`config.mk`:
```
export PLATFORM = sky130hd
export DESIGN_NAME = fkhc_ctrl
export DESIGN_NICKNAME = d
export VERILOG_FILES = /design/src/assert_macros.svh /design/src/fkhc_pkg.sv /design/src/fkhc_ctrl.sv
export SDC_FILE = /design/constraint.sdc
export NUM_CORES = 1
export LEC_CHECK = 0
export BUFFER_PORTS_ARGS = -buffer_cell sky130_fd_sc_hd__buf_2
export CAP_MARGIN = 20
export CORE_MARGIN = 4
export CORE_UTILIZATION = 49
export DETAILED_ROUTE_END_ITERATION = 8
export GPL_TIMING_DRIVEN = 1
export PLACE_DENSITY = 0.78
export SYNTH_ARGS = -nofsm -noshare
export SYNTH_HDL_FRONTEND = slang
export SYNTH_SLANG_ARGS = --single-unit
```
`constraint.sdc`:
```
create_clock -name clk -period 2.2 [get_ports clk]
set_clock_uncertainty 0.15 [all_clocks]
set_input_delay 0.44 -clock clk [delete_from_list [all_inputs] [get_ports clk]]
set_output_delay 0.44 -clock clk [all_outputs]
set_load 0.02 [all_outputs]
```
`src/assert_macros.svh`:
```
// Assertion macros shared by the cache RTL.
`ifndef ASSERT_MACROS_SVH
`define ASSERT_MACROS_SVH

// Condition that must hold at every clock edge outside reset.
`define FKHC_ASSERT_ALWAYS(label, clk, rst_n, cond) \
  label: assert property (@(posedge clk) disable iff (!rst_n) (cond)) \
    else $error("fkhc: invariant violated");

// Same-cycle implication.
`define FKHC_ASSERT_IMPL(label, clk, rst_n, ante, cons) \
  label: assert property (@(posedge clk) disable iff (!rst_n) (ante) |-> (cons)) \
    else $error("fkhc: implication violated");

// Next-cycle implication.
`define FKHC_ASSERT_NEXT(label, clk, rst_n, ante, cons) \
  label: assert property (@(posedge clk) disable iff (!rst_n) (ante) |=> (cons)) \
    else $error("fkhc: next-cycle implication violated");

`endif

```
`src/fkhc_pkg.sv`:
```
// Types and constants shared by the keyed handle cache modules.
`timescale 1ns / 1ps

package fkhc_pkg;

  localparam int MAX_ENTRIES_DEF = 64;
  localparam int DATA_W          = 32;
  localparam int CAP_W           = 7;
  localparam int CMD_W           = 2;
  localparam int KIND_W          = 3;
  localparam int CFG_AW          = 3;
  localparam int CFG_DW          = 32;
  localparam int CFG_IDX_W       = 1;

  localparam logic [CAP_W-1:0]         CAP_RESET        = 7'd64;
  localparam logic [CFG_IDX_W-1:0]     CFG_REG_CAPACITY = 1'b0;
  localparam logic signed [DATA_W-1:0] STREAM_NONE      = -32'sd1;

  typedef enum logic [CMD_W-1:0] {
    CMD_LOOKUP = 2'd0,
    CMD_INSERT = 2'd1,
    CMD_CLEAR  = 2'd2
  } cmd_t;

  typedef enum logic [KIND_W-1:0] {
    KIND_MISS    = 3'd0,
    KIND_HIT     = 3'd1,
    KIND_STORED  = 3'd2,
    KIND_IGNORED = 3'd3,
    KIND_RELEASE = 3'd4
  } kind_t;

  typedef enum logic [1:0] {
    SRC_ZERO      = 2'd0,
    SRC_RD_HANDLE = 2'd1,
    SRC_RD_BOTH   = 2'd2,
    SRC_IN_HANDLE = 2'd3
  } out_src_t;

  typedef enum logic [3:0] {
    ST_IDLE       = 4'd0,
    ST_DISPATCH   = 4'd1,
    ST_SCAN       = 4'd2,
    ST_EMIT       = 4'd3,
    ST_EVICT_RD   = 4'd4,
    ST_EVICT_EMIT = 4'd5,
    ST_STORE      = 4'd6,
    ST_CLR_RD     = 4'd7,
    ST_CLR_EMIT   = 4'd8
  } state_t;

  // Commands from the controller to the datapath.
  typedef struct packed {
    logic     latch_in;
    logic     scan_start;
    logic     rd_issue;
    logic     rd_oldest;
    logic     evict;
    logic     store;
    logic     clr_done;
    logic     out_load;
    kind_t    out_kind;
    out_src_t out_src;
    logic     out_last;
  } dp_cmd_t;

  // Status from the datapath to the controller.
  typedef struct packed {
    cmd_t cmd;
    logic cacheable;
    logic handle_nz;
    logic key_match;
    logic full;
    logic left_zero;
    logic out_free;
  } dp_stat_t;

endpackage

```
`src/fkhc_ctrl.sv`:
```
// Controller state machine sequencing lookups, inserts and clears.
`timescale 1ns / 1ps

module fkhc_ctrl (
  input  logic               clk,
  input  logic               rst_n,
  input  logic               in_valid,
  output logic               in_ready,
  input  fkhc_pkg::dp_stat_t stat,
  output fkhc_pkg::dp_cmd_t  cmd
);

  fkhc_pkg::state_t state_r, state_nxt;
  fkhc_pkg::kind_t  kind_r, kind_nxt;
  logic             pend_r, pend_nxt;
  logic             found;

  always_ff @(posedge clk) begin
    if (!rst_n) begin
      state_r <= fkhc_pkg::ST_IDLE;
      kind_r  <= fkhc_pkg::KIND_MISS;
      pend_r  <= 1'b0;
    end else begin
      state_r <= state_nxt;
      kind_r  <= kind_nxt;
      pend_r  <= pend_nxt;
    end
  end

  assign found = pend_r && stat.key_match;

  always_comb begin
    state_nxt = state_r;
    kind_nxt  = kind_r;
    pend_nxt  = 1'b0;
    in_ready  = 1'b0;
    cmd       = '0;
    cmd.out_kind = fkhc_pkg::KIND_MISS;
    cmd.out_src  = fkhc_pkg::SRC_ZERO;

    case (state_r)
      fkhc_pkg::ST_IDLE: begin
        in_ready     = 1'b1;
        cmd.latch_in = in_valid;
        if (in_valid) begin
          state_nxt = fkhc_pkg::ST_DISPATCH;
        end
      end

      fkhc_pkg::ST_DISPATCH: begin
        case (stat.cmd)
          fkhc_pkg::CMD_LOOKUP: begin
            if (stat.cacheable) begin
              cmd.scan_start = 1'b1;
              state_nxt      = fkhc_pkg::ST_SCAN;
            end else begin
              kind_nxt  = fkhc_pkg::KIND_MISS;
              state_nxt = fkhc_pkg::ST_EMIT;
            end
          end
          fkhc_pkg::CMD_INSERT: begin
            if (stat.cacheable && stat.handle_nz) begin
              cmd.scan_start = 1'b1;
              state_nxt      = fkhc_pkg::ST_SCAN;
            end else begin
              kind_nxt  = fkhc_pkg::KIND_IGNORED;
              state_nxt = fkhc_pkg::ST_EMIT;
            end
          end
          fkhc_pkg::CMD_CLEAR: begin
            cmd.scan_start = 1'b1;
            state_nxt      = fkhc_pkg::ST_CLR_RD;
          end
          default: begin
            kind_nxt  = fkhc_pkg::KIND_MISS;
            state_nxt = fkhc_pkg::ST_EMIT;
          end
        endcase
      end

      fkhc_pkg::ST_SCAN: begin
        if (found) begin
          kind_nxt  = (stat.cmd == fkhc_pkg::CMD_LOOKUP) ? fkhc_pkg::KIND_HIT
                                                         : fkhc_pkg::KIND_IGNORED;
          state_nxt = fkhc_pkg::ST_EMIT;
        end else if (stat.left_zero) begin
          if (stat.cmd == fkhc_pkg::CMD_LOOKUP) begin
            kind_nxt  = fkhc_pkg::KIND_MISS;
            state_nxt = fkhc_pkg::ST_EMIT;
          end else if (stat.full) begin
            state_nxt = fkhc_pkg::ST_EVICT_RD;
          end else begin
            state_nxt = fkhc_pkg::ST_STORE;
          end
        end else begin
          cmd.rd_issue = 1'b1;
          pend_nxt     = 1'b1;
        end
      end

      fkhc_pkg::ST_EMIT: begin
        if (stat.out_free) begin
          cmd.out_load = 1'b1;
          cmd.out_kind = kind_r;
          cmd.out_src  = (kind_r == fkhc_pkg::KIND_HIT) ? fkhc_pkg::SRC_RD_BOTH
                                                        : fkhc_pkg::SRC_ZERO;
          cmd.out_last = 1'b1;
          state_nxt    = fkhc_pkg::ST_IDLE;
        end
      end

      fkhc_pkg::ST_EVICT_RD: begin
        cmd.rd_oldest = 1'b1;
        state_nxt     = fkhc_pkg::ST_EVICT_EMIT;
      end

      fkhc_pkg::ST_EVICT_EMIT: begin
        if (stat.out_free) begin
          cmd.out_load = 1'b1;
          cmd.out_kind = fkhc_pkg::KIND_RELEASE;
          cmd.out_src  = fkhc_pkg::SRC_RD_HANDLE;
          cmd.evict    = 1'b1;
          state_nxt    = fkhc_pkg::ST_STORE;
        end
      end

      fkhc_pkg::ST_STORE: begin
        if (stat.out_free) begin
          cmd.store    = 1'b1;
          cmd.out_load = 1'b1;
          cmd.out_kind = fkhc_pkg::KIND_STORED;
          cmd.out_src  = fkhc_pkg::SRC_IN_HANDLE;
          cmd.out_last = 1'b1;
          state_nxt    = fkhc_pkg::ST_IDLE;
        end
      end

      fkhc_pkg::ST_CLR_RD: begin
        if (stat.left_zero) begin
          cmd.clr_done = 1'b1;
          state_nxt    = fkhc_pkg::ST_IDLE;
        end else begin
          cmd.rd_issue = 1'b1;
          state_nxt    = fkhc_pkg::ST_CLR_EMIT;
        end
      end

      fkhc_pkg::ST_CLR_EMIT: begin
        if (stat.out_free) begin
          cmd.out_load = 1'b1;
          cmd.out_kind = fkhc_pkg::KIND_RELEASE;
          cmd.out_src  = fkhc_pkg::SRC_RD_HANDLE;
          cmd.out_last = stat.left_zero;
          state_nxt    = fkhc_pkg::ST_CLR_RD;
        end
      end

      default: begin
        state_nxt = fkhc_pkg::ST_IDLE;
      end
    endcase
  end

endmodule

```
=== Yosys cells after proc, flatten, opt, wreduce, memory -nomap -nowiden ===
Index checks and enable logic that the tools add are counted.

* Logic and storage cells: 75
* Bits in registers: 8
* Output and inout bits: 15
* Input port bits: 11

* Reductions and logical operators: 9
* Multiplexer cells: 43
* Equal/unequal tests: 20

{| class="wikitable"
|+ Operators with widths
! operator !! number
|-
| $mux 4 || 8
|-
| $pmux 4 s8 || 1
|-
| $pmux 6 s4 || 1
|-
| $mux 7 || 3
|-
| $eq 4x3->1 const B || 4
|-
| $mux 1 || 15
|-
| $mux 3 || 5
|-
| $ne 3x3->1 const B || 4
|-
| $pmux 4 s3 || 1
|-
| $pmux 3 s3 || 1
|-
| $eq 4x2->1 const B || 2
|-
| $ne 2x2->1 const B || 4
|-
| $mux 2 || 3
|-
| $mux 6 || 1
|-
| $pmux 1 s3 || 2
|-
| $pmux 3 s2 || 1
|-
| $reduce_and 6->1 || 1
|-
| $reduce_and 5->1 || 1
|-
| $eq 4x1->1 const B || 1
|-
| $eq 4x4->1 const B || 1
|-
| $logic_not 4->1 || 1
|-
| $eq 3x1->1 const B || 1
|-
| $eq 2x1->1 const B || 1
|-
| $eq 2x2->1 const B || 1
|-
| 7 further kinds || 8
|}

=== Logic depth before layout (Yosys ltp) ===
Gate-level depths: netlist (run 1).

* Depth after elaboration: 5
* Mapped depth: 6
* Mapped depth without buffers: 4

=== Worst setup path after synthesis (run 1) ===
No wires, ideal clock.

* Kind: reg2out
* From: register state_r[2]
* To: output port cmd[11] (netlist name)
* Cell stages (with the launch flop): 5
* Required time: 1.610 ns
* Path slack: -0.286 ns
* Arrival: 1.896 ns
* Path buffers: 2
* Cell sequence: dfxtp_1 > buf_2 > buf_4 > nand2_1 > a2111oi_0

{| class="wikitable"
|+ RTL lines
! item !! line !! source
|-
| start, declared || fkhc_ctrl.sv:13 || <nowiki>fkhc_pkg::state_t state_r, state_nxt;</nowiki>
|-
| start signal, assigned || fkhc_ctrl.sv:20 || <nowiki>state_r <= fkhc_pkg::ST_IDLE;</nowiki>
|-
| start signal, assigned || fkhc_ctrl.sv:24 || <nowiki>state_r <= state_nxt;</nowiki>
|-
| end, declared || fkhc_ctrl.sv:10 || <nowiki>output fkhc_pkg::dp_cmd_t cmd</nowiki>
|}

==> run metrics, run 1 <==
Startpoint Class=flip-flop; clock-pin slew of the registers on the worst-case setup and hold paths=60 ps; Clock Latency Late Sink=260 ps; GRT overflow=0; Post-Syn Instances=106; Pleak=0.521 nW; Initial Utilization=51.8%; reg2reg start=state_r[1]$_SDFFE_PN0P_; WS Path Type=reg -> out; setup violators final=0; Worst R2R Path Depth=6; Worst VDD drop=689 uV; Post-Synth Adder-Cell Area=0%; P per Cell Area=1100 nW/um2; RR Endpoint=state_r[2]$_SDFFE_PN0P_; Yosys top cell by area=dfxtp_1; Min-Delay Endpoint=kind_r[0]$_SDFFE_PN0P_; CP max-delay cell=dfxtp_4; XOR/XNOR Fraction of Synth Area=1.14%; largest net degree at the start of global routing=14; Sink Count=7; mux cell area share after synthesis=9.25%; # DRC=0; fmax=463 MHz; Power, Total=1.14 mW; dpl hpwl=1.61 mm; Synth async-reset ratio=0%; CP max stage delay=380 ps; wire length on met1=926 um; count leader, synth=nand2_1; final WL=2.19 mm; largest family of logic cells by synthesized area=simple AND/OR/NAND/NOR gates; die area=2270 um2; initial DRC count=19; share of layout cells above drive strength 1=41.8%; wire length on met2=1.10 mm; Crit. End Element=output pin; outcome=completed; dominant synthesized flop cell=dfxtp_1; wire length on met3=146 um; area of the mapped netlist=771 um2; FF+latch count, synth=7; Ports=26; highest metal used=met4; first-pass GRT wire length=3.28 mm; CTS tree=yes; Hold Vio Cnt, Final=0; Seq/Total Area, Yosys=18.2%; Arrival @ worst endpoint=1570 ps; R2R Setup Slk=270 ps; # fillers=128; Detail Route Antenna Nets=0; worst-path fanout max=10; Slew @ Worst Pin=579 ps; hold depth=2; TritonCTS Buffers=3; Tot GR Track Use=20.2%; H-tree depth=1; die height=47.7 um; diodes inserted=0; Hold Crit Class=reg -> reg; Cell variety after synth=38; Rows=14; Post-synth EDFFs=0; Avg Cell Area, Syn=7.27 um2; Cell Chain, Critical Path=nor2b_2 -> and3_1 -> or3_1 -> buf_2; vias in the first global route=768; final hold slack=314 ps; hold_sp=kind_r[0]$_SDFFE_PN0P_; Root Buffer=clkbuf_4; clock buffer depth=2; Core Region=1490 um2; yosys warns=0; RSZ-0062 raised after global routing=yes; Compound-Gate Fraction of Synth Area=24.2%; Max-slew headroom=61.2%; synth top area cells=dfxtp_1 18%, mux2i_1 7.8%, nand2_1 7.3%; period utilisation layout=98.1%; TritonRoute pass-1 iters=4; simple-gate share of the synthesized area=35.6%; GP Congestion=0.843; synth cell count leaders=15 x nand2_1, 9 x inv_1, 7 x dfxtp_1; Synth Net Count=117; initial antenna violation count=0; Area Overhead vs Synth=34.6%; Port-buffer cells=25; fin nets=153; Synth top area share=18.2%; per-cell routed wire length=13.9 um; total of max-cap violations=0; routed vias=928; post-DR vias/cell=5.91; Crit path required time=1610 ps; Max Slew Vio Count=0; Final min period=2160 ps; Chip Width=47.7 um
==> sequential cells by signal, summed over array words and instances (netlist names) <==
signal / flops
state_r: 4
kind_r: 2
pend_r: 1
==> logic make-up after synthesis <==
kind of cell,count (synthesis)
AO/OA/AOI/OAI,24
XOR/XNOR,1
buffers and inverters,18
flip-flops,7
multiplexers,7
AND/OR/NAND/NOR,49
==> how the worst max path moves through the flow <==
stage | startpoint | end | slack (ps) | depth (start not counted)
after floorplan | state_r[2]$_SDFFE_PN0P_ | cmd[11] | -30 | 4
after global placement | state_r[2]$_SDFFE_PN0P_ | cmd[6] | 230 | 4
after detailed placement | state_r[0]$_SDFFE_PN0P_ | cmd[1] | 180 | 5
after CTS | state_r[1]$_SDFFE_PN0P_ | cmd[0] | 3 | 6
after global routing | state_r[0]$_SDFFE_PN0P_ | cmd[6] | -30 | 4
final | state_r[0]$_SDFFE_PN0P_ | cmd[6] | 40 | 4
==> cells in the final DEF, fill, tap and decap left out, drive strengths merged, types with 2 or more instances in the layout <==
| cell type | Yosys | final |
|---|---|---|
| a2111oi | 3 | 3 |
| a211oi | 3 | 3 |
| a21oi | 4 | 4 |
| and2 | 4 | 4 |
| and3 | 3 | 3 |
| buf | 6 | 38 |
| clkbuf | 3 | 6 |
| dfxtp | 7 | 7 |
| inv | 9 | 9 |
| mux2i | 6 | 6 |
| nand2 | 15 | 15 |
| nand2b | 2 | 2 |
| nor2 | 5 | 5 |
| nor2b | 4 | 4 |
| nor3 | 3 | 3 |
| nor4 | 4 | 4 |
| o21ai | 2 | 2 |
| o2bb2ai | 2 | 2 |
| o311ai | 3 | 3 |
| or4b | 2 | 2 |
==> where the power goes <==
group,internal [mW],switching (mW)
combinational,0.376,0.403
sequential,0.175,0.0620
clock,0.0696,0.0537
total,0.620,0.519
==> per-stage QoR <==
stage	setup TNS, ps	instance area [um2]	utilization [%]	worst slack [ps]	std cells
detailed placement	0	927	62.3	182	146
finish	0	1040	69.7	42.3	157
floorplan	-61.7	778	-	-33.1	106
global placement	0	927	62.3	234	146
global route	-42.2	1040	69.7	-28.1	157
CTS	0	961	64.5	2.60	150
==> per-layer routing <==
metal,track usage [%],up-vias
met5,0,-
met4,8.06,0
met3,2.63,4
met2,32.6,47
met1,27.0,420
li1,-,457
==> worst max-delay path, delay by kind of cell, from the launching register on <==
kind,cells,cell delay (ps)
buf+inv,1,170
flops,1,380
simple gates,3,760
==> cell type report <==
cell class | count | area (um2) | share of cell area [%]
clock buffer | 4 | 26.3 | 2.53
tap | 16 | 20.0 | 1.93
sequential | 7 | 153 | 14.7
inverter | 9 | 33.8 | 3.26
timing repair buffer | 40 | 235 | 22.7
multi-input combinational | 81 | 569 | 54.9
==> repair_timing <==
item,CTS,global route
setup buffers,0,7
gates resized for setup,5,9
hold buffers,0,0
pin swaps,0,1
endpoints found under the setup margin,7,8
cloned,0,0
Power figures use the tool's default switching activity.
==> run 2: changes to the inputs <==
--- a/config.mk
+++ b/config.mk
@@ -8,10 +8,10 @@
 export BUFFER_PORTS_ARGS = -buffer_cell sky130_fd_sc_hd__buf_2
 export CAP_MARGIN = 20
 export CORE_MARGIN = 4
-export CORE_UTILIZATION = 49
+export CORE_UTILIZATION = 52
 export DETAILED_ROUTE_END_ITERATION = 8
 export GPL_TIMING_DRIVEN = 1
-export PLACE_DENSITY = 0.78
+export PLACE_DENSITY = 0.82
 export SYNTH_ARGS = -nofsm -noshare
 export SYNTH_HDL_FRONTEND = slang
 export SYNTH_SLANG_ARGS = --single-unit
==> constraint.sdc (replaced) <==
create_clock -name clk -period 2.6 [get_ports clk]
set_clock_uncertainty 0.15 [all_clocks]
set_input_delay 0.52 -clock clk [delete_from_list [all_inputs] [get_ports clk]]
set_output_delay 0.52 -clock clk [all_outputs]
set_load 0.02 [all_outputs]
==> run 2 against run 1 <==
Against the previous run: clock power shrank 16%; flip-flop and latch count stayed put; final cell count shrank 8.3%; register-to-register slack improved by 230 ps; count of clock-buffer cells in the layout shrank 1; via count decreased by 7.8%; core utilization is 2.3 points lower; sequential share of layout area is 0.83 points higher; non-clock buffer count down 12; highest routed layer unchanged; global-route usage shrank 0.28 points.
==> run metrics, run 2 (synthesized netlist as in run 1, its figures left out) <==
outcome=completed; biggest regs=state_r: 4 flops, kind_r: 2 flops, pend_r: 1 flops; CTS tree=yes; GP Congestion=0.888; # fillers=129; setup violators final=0; Worst R2R Path Depth=5; Final min period=2450 ps; Rows=13; Arrival @ worst endpoint=1780 ps; Max-slew headroom=61.1%; post-DR vias/cell=5.94; final hold slack=316 ps; Hold Vio Cnt, Final=0; # DRC=0; number of flip-flops in the largest register=4; worst setup path start=state_r[0]$_SDFFE_PN0P_; clock buffer depth=2; Initial Utilization=57.1%; Crit. End Element=output pin; fmax=408 MHz; die area=2160 um2; TritonCTS Buffers=3; H-tree depth=1; R2R Setup Slk=500 ps; routed vias=856; Core Region=1350 um2; crit path to=cmd[1]; diodes inserted=0; Slew @ Worst Pin=580 ps; Chip Width=46.5 um; Startpoint Class=flip-flop; Max Slew Vio Count=0; die height=46.5 um; Ports=26; WS Path Type=reg -> out; per-cell routed wire length=13.3 um; Crit path required time=1930 ps; Area Overhead vs Synth=18.0%; final WL=1.91 mm; Tot GR Track Use=19.9%; register bank with the most flops=state_r; fin nets=141; placed cell count=140; Fin Setup TNS=0 ps; Detail Route Antenna Nets=0; first-pass GRT wire length=3.06 mm; CTS Hold Buffers Added=0; RR Endpoint=state_r[2]$_SDFFE_PN0P_; Sink Count=7; largest net degree at the start of global routing=19; initial DRC count=25; Pleak=0.454 nW; most frequent cells in the layout=25 x buf_2, 15 x nand2_1, 9 x inv_1; Port-buffer cells=25; worst-path fanout max=18; vias in the first global route=725; dpl hpwl=1.48 mm; commonest non-fill, non-tap cell in the layout=buf_2; total of max-cap violations=0; total setup buffers inserted after CTS=0; P per Cell Area=872 nW/um2; initial antenna violation count=0; footprint of the multi-input gates=541 um2; Root Buffer=clkbuf_4; RSZ-0062 raised after global routing=no; period utilisation layout=94.2%; GRT overflow=0; Worst VDD drop=536 uV; TritonRoute pass-1 iters=4; reg2reg start=state_r[1]$_SDFFE_PN0P_; Hold Crit Class=reg -> reg; clock-pin slew of the registers on the worst-case setup and hold paths=50 ps; Clock Latency Late Sink=260 ps; share of layout cells above drive strength 1=30.2%; register area=141 um2; Finished Layout Cells=144
## run 2: timing repair
item | CTS | global route
resized for setup | 1 | 0
hold endpoints to repair | 0 | 0
setup endpoints to repair | 2 | 0
## run 2: how the worst min path moves through the flow
stage | from | to | cells past startpoint | slack (ps)
3_5_place_dp | kind_r[0]$_SDFFE_PN0P_ | kind_r[0]$_SDFFE_PN0P_ | 2 | 310
5_1_grt | kind_r[0]$_SDFFE_PN0P_ | kind_r[0]$_SDFFE_PN0P_ | 2 | 340
6_report | kind_r[0]$_SDFFE_PN0P_ | kind_r[0]$_SDFFE_PN0P_ | 2 | 320
3_3_place_gp | kind_r[0]$_SDFFE_PN0P_ | kind_r[0]$_SDFFE_PN0P_ | 2 | 310
2_1_floorplan | kind_r[0]$_SDFFE_PN0P_ | kind_r[0]$_SDFFE_PN0P_ | 2 | 290
4_1_cts | kind_r[0]$_SDFFE_PN0P_ | kind_r[0]$_SDFFE_PN0P_ | 2 | 320
## run 2: routing by layer
metal  part of all wire [%]  track usage [%]
met4                   0.99             7.39
met1                     42             23.2
met3                    7.6             5.86
met2                     49             33.8
met5                      0                0
## run 2: area by class of cell
class                      instances  share of cell area [%]
sequential                         7                    15.5
inverter                           9                    3.71
clock buffer                       3                    2.48
multi-input combinational         81                    59.4
clock inverter                     1                   0.550
timing repair buffer              28                    16.2
tap                               15                    2.06
## run 2: report_power, final
part	switching (mW)	internal [mW]	leakage (nW)	total, mW
Combinational	0.254	0.215	0.379	0.470
Sequential	0.0848	0.137	0.0572	0.221
Clock	0.0462	0.0565	0.0177	0.103
## run 2: stage by stage
step                util, %  worst slack (ps)  area, um2  total power, mW
floorplan                 -              33.7        771            0.594
global placement       65.2               362        881            0.677
detailed placement     65.2               276        881            0.689
CTS                    67.4               146        910            0.798
global route           67.4              11.8        910            0.858
finish                 67.4               150        910            0.794
## run 2: worst max-delay path: stages, from the launching register on
cell     delay [ps]
dfxtp_2         480
nor2b_1         340
a22oi_1         140
nor3_1          240
or2_2           150
buf_2           150
==> run 3: changes to the inputs <==
--- a/config.mk
+++ b/config.mk
@@ -5,13 +5,14 @@
 export SDC_FILE = /design/constraint.sdc
 export NUM_CORES = 1
 export LEC_CHECK = 0
-export BUFFER_PORTS_ARGS = -buffer_cell sky130_fd_sc_hd__buf_2
+export BUFFER_PORTS_ARGS = -buffer_cell sky130_fd_sc_hd__buf_4
 export CAP_MARGIN = 20
 export CORE_MARGIN = 4
-export CORE_UTILIZATION = 52
+export CORE_UTILIZATION = 50
 export DETAILED_ROUTE_END_ITERATION = 8
 export GPL_TIMING_DRIVEN = 1
-export PLACE_DENSITY = 0.82
+export PLACE_DENSITY = 0.79
+export SETUP_SLACK_MARGIN = 0.05
 export SYNTH_ARGS = -nofsm -noshare
 export SYNTH_HDL_FRONTEND = slang
 export SYNTH_SLANG_ARGS = --single-unit
==> run 3 against run 2 <==
Against the previous run: via count up 1.4%; worst setup slack better by 31 ps; sequential power down 7%; maximum frequency up 1.3%; combinational power up 19%; first-iteration DRC count up 16%; hold slack better by 4.8 ps; critical endpoint is now cmd[6]; largest cell class unchanged; largest power group unchanged; highest routed layer unchanged.
==> run metrics, run 3 (synthesized netlist as in run 1, its figures left out) <==
outcome=completed; CP max-delay cell=dfxtp_1; Crit path required time=1930 ps; WS Path Type=reg -> out; Initial Utilization=55.7%; clock-pin slew of the registers on the worst-case setup and hold paths=50 ps; Detail Route Antenna Nets=0; dpl hpwl=1.64 mm; sequential share of power=23.8%; Ports=26; # fillers=121; fmax=414 MHz; Sw Ratio=46.1%; GP Congestion=0.922; diodes inserted=0; Area Overhead vs Synth=29.4%; worst-path fanout max=11; CP max stage delay=570 ps; Worst VDD drop=430 uV; Chip Width=47.3 um; GRT overflow=0; die area=2230 um2; Hold Crit Class=reg -> reg; Cell Chain, Critical Path=nor2b_2 -> and3_1 -> or3_1 -> buf_4; H-tree depth=1; period utilisation layout=93.0%; Rows=13; met2 GRT Util=36.1%; routed vias=868; TritonRoute pass-1 iters=4; Max Slew Vio Count=0; Design Area, Final=997 um2; initial DRC count=29; final WL=2.04 mm; TritonCTS Buffers=3; dpl cell area=967 um2; Startpoint Class=flip-flop; setup violators final=0; fin nets=144; register bank with the most flops=state_r; # DRC=0; internal power=0.465 mW; number of flip-flops in the largest register=4; Arrival @ worst endpoint=1750 ps; commonest non-fill, non-tap cell in the layout=buf_4; Pleak=0.477 nW; setup slack after layout=182 ps; Core Region=1380 um2; Hold Vio Cnt, Final=0; vias in the first global route=803; Post-Place Setup Slack=332 ps; Crit. End Element=output pin; share of layout cells above drive strength 1=31.8%; Tot GR Track Use=21.9%; total setup buffers inserted after CTS=0; Psw=0.398 mW; largest net degree at the start of global routing=13; Clock Latency Late Sink=250 ps; Sink Count=7; Final min period=2420 ps; Clk pwr share=11.5%; met3 GRT Util=6.51%; combinational power share=64.7%; biggest regs=state_r: 4 flops, kind_r: 2 flops, pend_r: 1 flops; met1 GRT Util=27.3%; Port-buffer cells=25; die height=47.3 um; RSZ-0062 raised after global routing=no; Root Buffer=clkbuf_4; clock buffer depth=2; post-DR vias/cell=5.90; initial antenna violation count=0; first-pass GRT wire length=3.46 mm; P per Cell Area=865 nW/um2; per-cell routed wire length=13.9 um; Fin Setup TNS=0 ps; Max-slew headroom=60.4%; total of max-cap violations=0; CTS Hold Buffers Added=0; CTS tree=yes; GR peak layer=met2; Slew @ Worst Pin=590 ps; most frequent cells in the layout=31 x buf_4, 15 x nand2_1, 9 x inv_1; Resize count post-CTS=1
[run 3: layout make-up]
type	count	area (um2)	area share, %
clock buffer	4	26.3	2.63
sequential	7	141	14.2
inverter	9	33.8	3.39
tap	15	18.8	1.88
multi-input combinational	81	544	54.6
timing repair buffer	31	233	23.3
[run 3: per-stage QoR]
stage / std cells / utilization, % / hold slack, ps / power [mW]
after global routing: 147 / 72.1 / 351 / 0.938
final: 147 / 72.1 / 321 / 0.863
after detailed placement: 143 / 70.0 / 313 / 0.761
after global placement: 143 / 70.0 / 304 / 0.747
after CTS: 147 / 72.0 / 321 / 0.864
after floorplan: 106 / - / 288 / 0.596
[run 3: power groups by stage]
| stage | clock, mW | combinational [mW] | sequential (mW) |
|---|---|---|---|
| floorplan | 0 | 0.440 | 0.156 |
| global placement | 0 | 0.547 | 0.200 |
| detailed placement | 0 | 0.558 | 0.203 |
| CTS | 0.103 | 0.560 | 0.201 |
| global route | 0.115 | 0.612 | 0.211 |
| finish | 0.0993 | 0.559 | 0.205 |
[run 3: per-layer routing]
metal  part of all wire, %  vias to the layer above
met1                    42                      395
met2                    48                       32
met3                   8.6                        5
met5                     0                        -
li1                      -                      436
met4                   1.2                        0
[run 3: final timing paths]
check	slack, ps	start	depth (start not counted)	end
worst min-delay path	320	kind_r[0]$_SDFFE_PN0P_	2	kind_r[0]$_SDFFE_PN0P_
worst min register to register	320	kind_r[0]$_SDFFE_PN0P_	2	kind_r[0]$_SDFFE_PN0P_
worst max register to register	610	state_r[1]$_SDFFE_PN0P_	5	kind_r[1]$_SDFFE_PN0P_
worst max-delay path	180	state_r[3]$_SDFFE_PN0P_	4	cmd[6]
[run 3: critical path: cells and delay by family (launching register included)]
family,cells,cell delay [ps]
buffers and inverters,1,160
flip-flops,1,570
AND/OR/NAND/NOR,3,770
